### config.mk
export PLATFORM = sky130hd
export DESIGN_NAME = c_token_scanner_with_symbol_table
export DESIGN_NICKNAME = d
export VERILOG_FILES = /design/src/rtl/ctss_pkg.sv /design/src/rtl/ctss_ram.sv /design/src/rtl/ctss_front.sv /design/src/rtl/ctss_queue.sv /design/src/rtl/ctss_back.sv /design/src/rtl/c_token_scanner_with_symbol_table.sv
export VERILOG_INCLUDE_DIRS = /design/src /design/src/rtl
export SDC_FILE = /design/constraint.sdc
export NUM_CORES = 2
export LEC_CHECK = 0
export BUFFER_PORTS_ARGS = -buffer_cell sky130_fd_sc_hd__buf_4
export CAP_MARGIN = 20
export CORE_MARGIN = 10
export CORE_UTILIZATION = 45
export CTS_CLUSTER_SIZE = 24
export DETAILED_ROUTE_END_ITERATION = 7
export PLACE_DENSITY = 0.63
export SLEW_MARGIN = 20
export SYNTH_ARGS = -nofsm -noshare
export SYNTH_HDL_FRONTEND = slang
export SYNTH_SLANG_ARGS = --single-unit
export TNS_END_PERCENT = 5
### constraint.sdc
create_clock -name clk -period 18.6 [get_ports clk]
set_clock_uncertainty 0.1 [all_clocks]
set_input_delay 2.79 -clock clk [delete_from_list [all_inputs] [get_ports clk]]
set_output_delay 2.79 -clock clk [all_outputs]
set_load 0.05 [all_outputs]
### src/rtl/c_token_scanner_with_symbol_table_defines.svh
// assertion macros used by the scanner rtl
`ifndef C_TOKEN_SCANNER_WITH_SYMBOL_TABLE_DEFINES_SVH
`define C_TOKEN_SCANNER_WITH_SYMBOL_TABLE_DEFINES_SVH

// condition must hold at every clock edge out of reset
`define CTSS_ASSERT(lbl, expr, msg) \
  lbl: assert property (@(posedge clk) disable iff (rst) (expr)) else $error(msg);

// antecedent implies consequent in the same cycle
`define CTSS_IMPLY(lbl, ante, cons, msg) \
  lbl: assert property (@(posedge clk) disable iff (rst) (ante) |-> (cons)) else $error(msg);

`endif

### src/rtl/ctss_pkg.sv
// types, codes and keyword table for the token scanner
package ctss_pkg;

  localparam int MAX_TOKEN_CHARS_DEF = 8;
  localparam int SYMBOL_DEPTH_DEF    = 32;
  localparam int KEYWORD_COUNT_DEF   = 24;
  localparam int KW_TABLE_SIZE       = 24;
  localparam int QDEPTH              = 4;

  localparam logic [2:0] KIND_KEYWORD  = 3'd0;
  localparam logic [2:0] KIND_IDENT    = 3'd1;
  localparam logic [2:0] KIND_NUMBER   = 3'd2;
  localparam logic [2:0] KIND_RELOP    = 3'd3;
  localparam logic [2:0] KIND_OTHER    = 3'd4;
  localparam logic [2:0] KIND_INVALID  = 3'd5;
  localparam logic [2:0] KIND_UNCLOSED = 3'd6;

  localparam logic [2:0] RELOP_LT = 3'd0;
  localparam logic [2:0] RELOP_GT = 3'd2;
  localparam logic [2:0] RELOP_EQ = 3'd4;
  localparam logic [2:0] RELOP_NE = 3'd5;

  localparam logic [7:0] CH_LT    = 8'h3C;
  localparam logic [7:0] CH_GT    = 8'h3E;
  localparam logic [7:0] CH_EQ    = 8'h3D;
  localparam logic [7:0] CH_BANG  = 8'h21;
  localparam logic [7:0] CH_SLASH = 8'h2F;
  localparam logic [7:0] CH_STAR  = 8'h2A;
  localparam logic [7:0] CH_SPACE = 8'h20;
  localparam logic [7:0] CH_TAB   = 8'h09;
  localparam logic [7:0] CH_NL    = 8'h0A;

  typedef enum logic [2:0] {
    S_IDLE, S_IDENT, S_NUMBER, S_ANGLE, S_EQNOT, S_SLASH, S_COMMENT, S_STAR
  } scan_t;

  typedef enum logic [1:0] {B_IDLE, B_SEARCH, B_RESULT} bst_t;

  typedef struct packed {
    logic [2:0]  kind;
    logic [63:0] text;
    logic [3:0]  len;
    logic [2:0]  relop;
    logic        trunc;
    logic        last;
  } tok_t;

  localparam logic [63:0] KW_TABLE [KW_TABLE_SIZE] = '{
    64'h746E69, 64'h656C696877, 64'h6B61657262, 64'h726F66, 64'h6F64, 64'h6669,
    64'h74616F6C66, 64'h72616863, 64'h686374697773, 64'h656C62756F64,
    64'h74726F6873, 64'h676E6F6C, 64'h64656E6769736E75, 64'h666F657A6973,
    64'h65736C65, 64'h7265747369676572, 64'h6E7265747865, 64'h636974617473,
    64'h6F747561, 64'h65736163, 64'h6B61657262, 64'h656C6974616C6F76,
    64'h6D756E65, 64'h66656465707974
  };

  function automatic logic is_keyword(logic [63:0] text, int kcount);
    logic hit;
    hit = 1'b0;
    for (int i = 0; i < KW_TABLE_SIZE; i++) begin
      if (i < kcount && KW_TABLE[i] == text) hit = 1'b1;
    end
    return hit;
  endfunction

  function automatic logic is_letter(logic [7:0] c);
    return (c >= 8'h61 && c <= 8'h7A) || (c >= 8'h41 && c <= 8'h5A);
  endfunction

  function automatic logic is_digit(logic [7:0] c);
    return c >= 8'h30 && c <= 8'h39;
  endfunction

endpackage

### src/rtl/ctss_ram.sv
// generic single write port ram with registered read
module ctss_ram #(
  parameter int WIDTH = 64,
  parameter int DEPTH = 32,
  parameter int AW    = (DEPTH > 1) ? $clog2(DEPTH) : 1
) (
  input  logic             clk,
  input  logic             we,
  input  logic [AW-1:0]    waddr,
  input  logic [WIDTH-1:0] wdata,
  input  logic [AW-1:0]    raddr,
  output logic [WIDTH-1:0] rdata
);

  logic [WIDTH-1:0] mem [DEPTH];

  always_ff @(posedge clk) begin
    if (we) mem[waddr] <= wdata;
    rdata <= mem[raddr];
  end

endmodule

### src/rtl/ctss_front.sv
// character scanner: classifies bytes and builds pending tokens
module ctss_front import ctss_pkg::*; #(
  parameter int MAX_TOKEN_CHARS = MAX_TOKEN_CHARS_DEF
) (
  input  logic       clk,
  input  logic       rst,
  input  logic       accept,
  input  logic [7:0] char_code,
  input  logic       end_of_input,
  output logic [1:0] emit_n,
  output tok_t       tok0,
  output tok_t       tok1
);

  scan_t       st, st_next;
  logic [63:0] buff, buff_next;
  logic [3:0]  cnt, cnt_next;
  logic        ovf, ovf_next;
  logic [7:0]  foc, foc_next;
  tok_t        tk [2];

  always_comb begin
    logic       go;
    logic [1:0] ne;
    logic [2:0] code;
    logic       eq;
    ne   = 2'd0;
    go   = 1'b1;
    code = RELOP_LT;
    eq   = 1'b0;
    st_next   = st;
    buff_next = buff;
    cnt_next  = cnt;
    ovf_next  = ovf;
    foc_next  = foc;
    tk[0] = '0;
    tk[1] = '0;
    if (end_of_input) begin
      unique case (st)
        S_IDENT: begin
          tk[0] = '{KIND_IDENT, buff, cnt, 3'd0, ovf, 1'b0};
          ne = 2'd1;
        end
        S_NUMBER: begin
          tk[0] = '{KIND_NUMBER, buff, cnt, 3'd0, ovf, 1'b0};
          ne = 2'd1;
        end
        S_ANGLE: begin
          tk[0] = '{KIND_RELOP, {56'd0, foc}, 4'd1,
                    (foc == CH_LT) ? RELOP_LT : RELOP_GT, 1'b0, 1'b0};
          ne = 2'd1;
        end
        S_SLASH: begin
          tk[0] = '{KIND_INVALID, {56'd0, CH_SLASH}, 4'd1, 3'd0, 1'b0, 1'b0};
          ne = 2'd1;
        end
        S_COMMENT, S_STAR: begin
          tk[0] = '{KIND_UNCLOSED, 64'd0, 4'd0, 3'd0, 1'b0, 1'b0};
          ne = 2'd1;
        end
        default: ;
      endcase
      st_next   = S_IDLE;
      foc_next  = 8'd0;
      buff_next = 64'd0;
      cnt_next  = 4'd0;
      ovf_next  = 1'b0;
    end else begin
      // a character that closes a token is scanned once more from idle
      for (int p = 0; p < 2; p++) begin
        if (go) begin
          go = 1'b0;
          unique case (st_next)
            S_IDLE: begin
              if (is_letter(char_code) || is_digit(char_code)) begin
                buff_next = {56'd0, char_code};
                cnt_next  = 4'd1;
                ovf_next  = 1'b0;
                st_next   = is_letter(char_code) ? S_IDENT : S_NUMBER;
              end else if (char_code == CH_LT || char_code == CH_GT) begin
                foc_next = char_code;
                st_next  = S_ANGLE;
              end else if (char_code == CH_EQ || char_code == CH_BANG) begin
                foc_next = char_code;
                st_next  = S_EQNOT;
              end else if (char_code == CH_SLASH) begin
                st_next = S_SLASH;
              end else if (char_code == CH_SPACE || char_code == CH_TAB ||
                           char_code == CH_NL) begin
              end else begin
                tk[ne[0]] = '{KIND_OTHER, {56'd0, char_code}, 4'd1, 3'd0, 1'b0, 1'b0};
                ne = ne + 2'd1;
              end
            end
            S_IDENT, S_NUMBER: begin
              if (is_digit(char_code) ||
                  (st_next == S_IDENT && is_letter(char_code))) begin
                if (cnt_next < 4'(MAX_TOKEN_CHARS)) begin
                  buff_next = buff_next | (64'(char_code) << {cnt_next[2:0], 3'b000});
                  cnt_next  = cnt_next + 4'd1;
                end else begin
                  ovf_next = 1'b1;
                end
              end else begin
                tk[ne[0]] = '{(st_next == S_IDENT) ? KIND_IDENT : KIND_NUMBER,
                              buff_next, cnt_next, 3'd0, ovf_next, 1'b0};
                ne = ne + 2'd1;
                buff_next = 64'd0;
                cnt_next  = 4'd0;
                ovf_next  = 1'b0;
                st_next   = S_IDLE;
                go        = 1'b1;
              end
            end
            S_ANGLE, S_EQNOT: begin
              eq = (char_code == CH_EQ);
              priority if (foc_next == CH_LT) code = RELOP_LT;
              else if (foc_next == CH_GT)     code = RELOP_GT;
              else if (foc_next == CH_EQ)     code = RELOP_EQ;
              else                            code = RELOP_NE;
              if (eq && code < RELOP_EQ) code = code + 3'd1;
              if (st_next == S_ANGLE || eq) begin
                tk[ne[0]] = '{KIND_RELOP,
                              eq ? {48'd0, CH_EQ, foc_next} : {56'd0, foc_next},
                              eq ? 4'd2 : 4'd1, code, 1'b0, 1'b0};
                ne = ne + 2'd1;
              end
              foc_next = 8'd0;
              st_next  = S_IDLE;
              go       = !eq;
            end
            S_SLASH: begin
              if (char_code == CH_STAR) begin
                st_next = S_COMMENT;
              end else begin
                tk[ne[0]] = '{KIND_INVALID, {56'd0, CH_SLASH}, 4'd1, 3'd0, 1'b0, 1'b0};
                ne = ne + 2'd1;
                st_next = S_IDLE;
                go      = 1'b1;
              end
            end
            S_COMMENT: begin
              if (char_code == CH_STAR) st_next = S_STAR;
            end
            S_STAR: begin
              if (char_code == CH_SLASH) st_next = S_IDLE;
              else if (char_code != CH_STAR) st_next = S_COMMENT;
            end
          endcase
        end
      end
    end
    if (ne == 2'd1) tk[0].last = 1'b1;
    if (ne == 2'd2) tk[1].last = 1'b1;
    emit_n = ne;
    tok0   = tk[0];
    tok1   = tk[1];
  end

  always_ff @(posedge clk) begin
    if (rst) begin
      st   <= S_IDLE;
      buff <= 64'd0;
      cnt  <= 4'd0;
      ovf  <= 1'b0;
      foc  <= 8'd0;
    end else if (accept) begin
      st   <= st_next;
      buff <= buff_next;
      cnt  <= cnt_next;
      ovf  <= ovf_next;
      foc  <= foc_next;
    end
  end

endmodule

### src/rtl/ctss_queue.sv
// short token queue between scanner and lookup, up to two pushes a cycle
module ctss_queue import ctss_pkg::*; (
  input  logic       clk,
  input  logic       rst,
  input  logic [1:0] push_n,
  input  tok_t       tok0,
  input  tok_t       tok1,
  input  logic       pop,
  output tok_t       head,
  output logic       nonempty,
  output logic       room
);

  localparam int PW = $clog2(QDEPTH);

  tok_t            mem [QDEPTH];
  logic [PW-1:0]   wp, rp;
  logic [PW:0]     count;

  assign head     = mem[rp];
  assign nonempty = (count != '0);
  assign room     = (count <= (PW+1)'(QDEPTH - 2));

  always_ff @(posedge clk) begin
    if (push_n != 2'd0) mem[wp] <= tok0;
    if (push_n == 2'd2) mem[wp + PW'(1)] <= tok1;
  end

  always_ff @(posedge clk) begin
    if (rst) begin
      wp    <= '0;
      rp    <= '0;
      count <= '0;
    end else begin
      wp    <= wp + PW'(push_n);
      rp    <= rp + PW'(pop);
      count <= count + (PW+1)'(push_n) - (PW+1)'(pop);
    end
  end

endmodule

### src/rtl/ctss_back.sv
// symbol lookup and insert, result register
`include "c_token_scanner_with_symbol_table_defines.svh"
module ctss_back import ctss_pkg::*; #(
  parameter int SYMBOL_DEPTH  = SYMBOL_DEPTH_DEF,
  parameter int KEYWORD_COUNT = KEYWORD_COUNT_DEF
) (
  input  logic        clk,
  input  logic        rst,
  input  tok_t        head,
  input  logic        nonempty,
  output logic        pop,
  output logic        out_valid,
  input  logic        out_stall,
  output logic [2:0]  token_kind,
  output logic [63:0] token_text,
  output logic [3:0]  token_length,
  output logic [2:0]  relop_code,
  output logic        was_truncated,
  output logic [4:0]  symbol_index,
  output logic        symbol_new,
  output logic        store_full,
  output logic        last_result
);

  localparam int AW = (SYMBOL_DEPTH > 1) ? $clog2(SYMBOL_DEPTH) : 1;
  localparam int CW = $clog2(SYMBOL_DEPTH + 1);

  bst_t          bst, bst_next;
  tok_t          cur;
  logic [AW-1:0] sidx, fidx;
  logic          found;
  logic [CW-1:0] scount;
  logic [63:0]   rdata;
  logic [AW-1:0] raddr;
  logic          we;
  logic          out_free;
  logic          take_plain, take_name, finish;
  logic          hit, last_cmp;

  assign out_free = !out_valid || !out_stall;
  assign hit      = (rdata == cur.text);
  assign last_cmp = (CW'(sidx) + CW'(1) == scount);
  assign raddr    = (bst == B_SEARCH) ? AW'(CW'(sidx) + CW'(1)) : '0;

  ctss_ram #(.WIDTH(64), .DEPTH(SYMBOL_DEPTH), .AW(AW)) u_store (
    .clk   (clk),
    .we    (we),
    .waddr (AW'(scount)),
    .wdata (cur.text),
    .raddr (raddr),
    .rdata (rdata)
  );

  always_comb begin
    bst_next = bst;
    unique case (bst)
      B_IDLE: begin
        if (nonempty && head.kind == KIND_IDENT)
          bst_next = (scount == '0) ? B_RESULT : B_SEARCH;
      end
      B_SEARCH: begin
        if (hit || last_cmp) bst_next = B_RESULT;
      end
      B_RESULT: begin
        if (out_free) bst_next = B_IDLE;
      end
      default: bst_next = B_IDLE;
    endcase
  end

  always_comb begin
    take_plain = (bst == B_IDLE) && nonempty && head.kind != KIND_IDENT && out_free;
    take_name  = (bst == B_IDLE) && nonempty && head.kind == KIND_IDENT;
    finish     = (bst == B_RESULT) && out_free;
    pop        = take_plain || take_name;
    we         = finish && !found && (scount < CW'(SYMBOL_DEPTH));
  end

  always_ff @(posedge clk) begin
    if (take_name) cur <= head;
    if (take_name) begin
      sidx  <= '0;
      found <= 1'b0;
    end else if (bst == B_SEARCH) begin
      if (hit) begin
        found <= 1'b1;
        fidx  <= sidx;
      end else begin
        sidx <= sidx + AW'(1);
      end
    end
    if (take_plain) begin
      token_kind    <= head.kind;
      token_text    <= head.text;
      token_length  <= head.len;
      relop_code    <= head.relop;
      was_truncated <= head.trunc;
      symbol_index  <= 5'd0;
      symbol_new    <= 1'b0;
      store_full    <= 1'b0;
      last_result   <= head.last;
    end else if (finish) begin
      token_kind    <= (!cur.trunc && is_keyword(cur.text, KEYWORD_COUNT)) ?
                       KIND_KEYWORD : KIND_IDENT;
      token_text    <= cur.text;
      token_length  <= cur.len;
      relop_code    <= 3'd0;
      was_truncated <= cur.trunc;
      symbol_index  <= found ? 5'(fidx) : (we ? 5'(scount) : 5'd0);
      symbol_new    <= we;
      store_full    <= !found && !we;
      last_result   <= cur.last;
    end
  end

  always_ff @(posedge clk) begin
    if (rst) begin
      bst       <= B_IDLE;
      scount    <= '0;
      out_valid <= 1'b0;
    end else begin
      bst <= bst_next;
      if (we) scount <= scount + CW'(1);
      if (take_plain || finish) out_valid <= 1'b1;
      else if (!out_stall) out_valid <= 1'b0;
    end
  end

  `CTSS_ASSERT(a_count_bound, scount <= CW'(SYMBOL_DEPTH), "symbol count past depth")
  `CTSS_IMPLY(a_new_not_full, out_valid && symbol_new, !store_full, "new and full together")
  `CTSS_IMPLY(a_search_range, bst == B_SEARCH, CW'(sidx) < scount, "search past filled slots")

endmodule

### src/rtl/c_token_scanner_with_symbol_table.sv
// top level: token scanner with symbol store
//
// channel  signals                          request
// in       in_valid / in_stall              char_code, end_of_input
// out      out_valid / out_stall            one token with lookup fields
//
// the scanner takes one character per cycle while the token queue has room for two
// an identifier or keyword is looked up by a linear search over the filled store slots,
// through the one read port of the symbol ram; other tokens go straight to the result register
// an item that gives two tokens puts both in the queue in the same cycle
// rst is synchronous; the symbol store needs no clearing, only filled slots are compared
// out_stall holds the result register; in_stall rises when the queue is nearly full
module c_token_scanner_with_symbol_table import ctss_pkg::*; #(
  parameter int MAX_TOKEN_CHARS = MAX_TOKEN_CHARS_DEF,
  parameter int SYMBOL_DEPTH    = SYMBOL_DEPTH_DEF,
  parameter int KEYWORD_COUNT   = KEYWORD_COUNT_DEF
) (
  input  logic        clk,
  input  logic        rst,
  input  logic        in_valid,
  output logic        in_stall,
  input  logic [7:0]  char_code,
  input  logic        end_of_input,
  output logic        out_valid,
  input  logic        out_stall,
  output logic [2:0]  token_kind,
  output logic [63:0] token_text,
  output logic [3:0]  token_length,
  output logic [2:0]  relop_code,
  output logic        was_truncated,
  output logic [4:0]  symbol_index,
  output logic        symbol_new,
  output logic        store_full,
  output logic        last_result
);

  logic       accept, room, nonempty, pop;
  logic [1:0] emit_n;
  tok_t       tok0, tok1, head;

  assign in_stall = !room;
  assign accept   = in_valid && room;

  ctss_front #(.MAX_TOKEN_CHARS(MAX_TOKEN_CHARS)) u_front (
    .clk          (clk),
    .rst          (rst),
    .accept       (accept),
    .char_code    (char_code),
    .end_of_input (end_of_input),
    .emit_n       (emit_n),
    .tok0         (tok0),
    .tok1         (tok1)
  );

  ctss_queue u_queue (
    .clk      (clk),
    .rst      (rst),
    .push_n   (accept ? emit_n : 2'd0),
    .tok0     (tok0),
    .tok1     (tok1),
    .pop      (pop),
    .head     (head),
    .nonempty (nonempty),
    .room     (room)
  );

  ctss_back #(.SYMBOL_DEPTH(SYMBOL_DEPTH), .KEYWORD_COUNT(KEYWORD_COUNT)) u_back (
    .clk           (clk),
    .rst           (rst),
    .head          (head),
    .nonempty      (nonempty),
    .pop           (pop),
    .out_valid     (out_valid),
    .out_stall     (out_stall),
    .token_kind    (token_kind),
    .token_text    (token_text),
    .token_length  (token_length),
    .relop_code    (relop_code),
    .was_truncated (was_truncated),
    .symbol_index  (symbol_index),
    .symbol_new    (symbol_new),
    .store_full    (store_full),
    .last_result   (last_result)
  );

endmodule
==> impl_results.md <==
* Status: finished, final reports clean
* CP Cell Sequence: buf_4, or4_4, o32a_1, a2111oi_1, nor4_2, buf_4, nor2_1, inv_1, ha_1, inv_1, a21oi_1, o21ai_0, a221oi_2, o21ai_0, a21boi_4, buf_4
* DRC viols at 0
* Dpl ws at 9.70 ns
* RSZ-0062 raised after global routing: false
* Syn nets at around 6500
* Skew-Pair Late Insertion Delay at 0.95 ns
* Startpoint types: primary input
* Synth-to-layout area growth at 13.1%
* TritonCTS clock tree: done
* Buf/Inv on CP at 5
* Gr usage total at 24.0%
* Initial drt markers at 8718
* Top Ports at 98
* CP peak stage delay at 0.82 ns
* Delay-heaviest family, CP: compound AO/OA/AOI/OAI gates
* Cells after Synth at 6495
* DP Wirelength at around 170000 um
* Most common cell after layout, fill and taps aside: edfxtp_1
* Final setup vio count at 0
* Largest net degree at the start of global routing at ~140
* Post-synth top flop: edfxtp_1
* Fill cells at 18800
* Tcrit/Tclk final at between 40% and 50%
* Min Clock Period, post-route at 7.75 ns
* Peak VDD IR at 0.137 mV
* Total power at 15.3 mW
* P_leak at 38.1 nW
* Detail Route Antenna Nets at 0
* Pwr per Cell Area at 129 nW/um^2
* Synthesized area per cell at roughly 16 sq um
* Post-CTS Setup Bufs at 0
* Core area at approximately 230000 sq um
* H-tree depth at 5
* Slew HR at 19.5%
* I/O Buffers at 97
* Bufs on Longest Clock Path at 4
* Post-synth EDFFs at 2503
* CTS resizes at 0
* WL final at 311000 um
* Total CTS buffers at 290
* Async SR Flop Fraction at 0%
* Die Ht at 503 um
* Max Slew Vio Count at 0
* RePlAce Congestion at 0.895
* Worst Setup Slack, final at 10.85 ns
* Most frequent cells in the layout: edfxtp_1 (2503), nand2_1 (629), nor2_1 (415), o221ai_1 (398), a21oi_1 (351)
* Setup TNS at 0 ns
* Final hold vios at 0
* Die X at ~500 um
* Worst EP arrival at 8.18 ns
* WL/cell at about 32 um
* First drt pass iteration count at 8
* Distinct cells, synth at around 100
* Setup CP Type: in -> reg
* Max Fanout on Critical Path at 53
* Placed Area at 110000 sq um
* Post-synthesis sequential element count at roughly 2700
* Max Cap Viol at 0
* Final #Nets at 6621
* FP Rows at 177
* Peak Freq at 0.129 GHz
* Yosys warnings at 0
* Post-synthesis instance area at roughly 110000 sq um
* Fin area at ~120000 sq um
* First-pass GRT wire length at 448000 um
* Vias in the first global route at 62500
* Register area share after synthesis at 74.8%
* Vias per inst at 6.42
* Clk slew on worst S/H paths at roughly 0.06 ns
* Initial antenna violation count at 14
* Vias at 63300
* Clk sinks at 2676
* Critical Path RT at 19.03 ns
* Hold-fix buffers, CTS at 0
* Initial core utilization at 45.2%
* Clk Tree Root Cell: clkbuf_16
* Hold Crit Class: reg -> reg
* Total grt overflow at 0
* Endpoint type of the worst setup path: flop
* Least-Margin Pin Slew at 1.21 ns
* Die area at 253000 sq um
* Slowest cell on crit path: a21boi_4
* Cell mode on critical path: buf_4
* Layout cells sized above 1 at between 10% and 20%
[layer usage]
metal / GRT usage (%) / vias up / wire, um
li1: - / 26400 / -
met4: 7.71 / 0 / 10100
met5: 0 / - / 0
met2: 37.6 / 3518 / 145000
met1: 34.0 / 32800 / 125000
met3: 4.53 / 554 / 30600
[sequential cells by signal, indices dropped and copies added, names as in the netlist, 4 cells and up]
signal	flops
u_back.u_store.mem	2048
u_queue.mem	304
u_back.cur	70
u_back.token_text	64
u_back.u_store.rdata	64
u_front.buff	64
u_front.foc	8
u_back.scount	6
u_back.fidx	5
u_back.sidx	5
u_back.symbol_index	5
u_back.token_length	4
u_front.cnt	4
[through the flow]
stage	util, %	std cells	hold slack (ns)
floorplan	-	6495	0.306
finish	51.1	9847	0.362
detailed placement	47.2	9343	0.344
CTS	51.1	9846	0.364
global route	51.1	9847	0.375
global placement	47.2	9342	0.342
[Yosys cell counts (all sizes together) (14+ instances only)]
cell,instances,area [sq um]
nand2b,15,93.8
ha,15,188
nor3,58,323
nor4,52,428
a311oi,105,920
o21ai,85,433
xor2,73,639
a211oi,143,1080
edfxtp,2503,75200
nand2,634,2380
and2,21,131
dfxtp,173,3460
a31oi,30,194
a22o,23,201
nand4,22,138
buf,83,364
o311ai,24,210
o31ai,64,480
and3,14,87.6
nor2,450,1690
inv,37,139
o221ai,401,3530
nand3,47,235
o22ai,132,832
a21oi,355,1800
clkbuf,407,1530
a211o,29,254
mux4,281,6330
nor2b,16,100
o211ai,15,123
[layout make-up]
class	count	area [sq um]	share of cell area [%]
antenna	1	2.50	0.00210
clock buffer	366	7900	6.64
clock inverter	137	1170	0.987
inverter	38	154	0.129
multi-input combinational	3291	24900	21.0
sequential	2676	78600	66.1
tap	3043	3810	3.20
timing repair buffer	295	2330	1.96
[worst paths after layout]
check	from	endpoint	slack (ns)	cells past startpoint
worst max-delay path	char_code[0]	u_queue.mem[3][38]	10.85	16
worst min-delay path	u_front.buff[15]	u_front.buff[15]	0.36	1
worst max register to register	u_front.st[2]	u_queue.mem[3][38]	12.65	14
worst min register to register	u_front.buff[15]	u_front.buff[15]	0.36	1
[power by group]
group	total, mW	switching (mW)	internal [mW]
clock	5.56	2.29	3.27
combinational	2.47	1.86	0.609
sequential	7.27	0.135	7.13
[kinds of logic (layout without fill, tap and decap cells)]
logic type,count (synthesis),after routing,share of synthesized area (%)
AO/OA/AOI/OAI,1487,1487,10.3
XOR/XNOR,84,84,0.700
adder cells (fa/ha/maj),16,16,0.198
buffers and inverters,528,836,1.93
flip-flops,2676,2676,74.8
multiplexers,293,293,6.13
other,0,1,0
AND/OR/NAND/NOR,1411,1411,6.00
(Power assumes the default switching activity.)
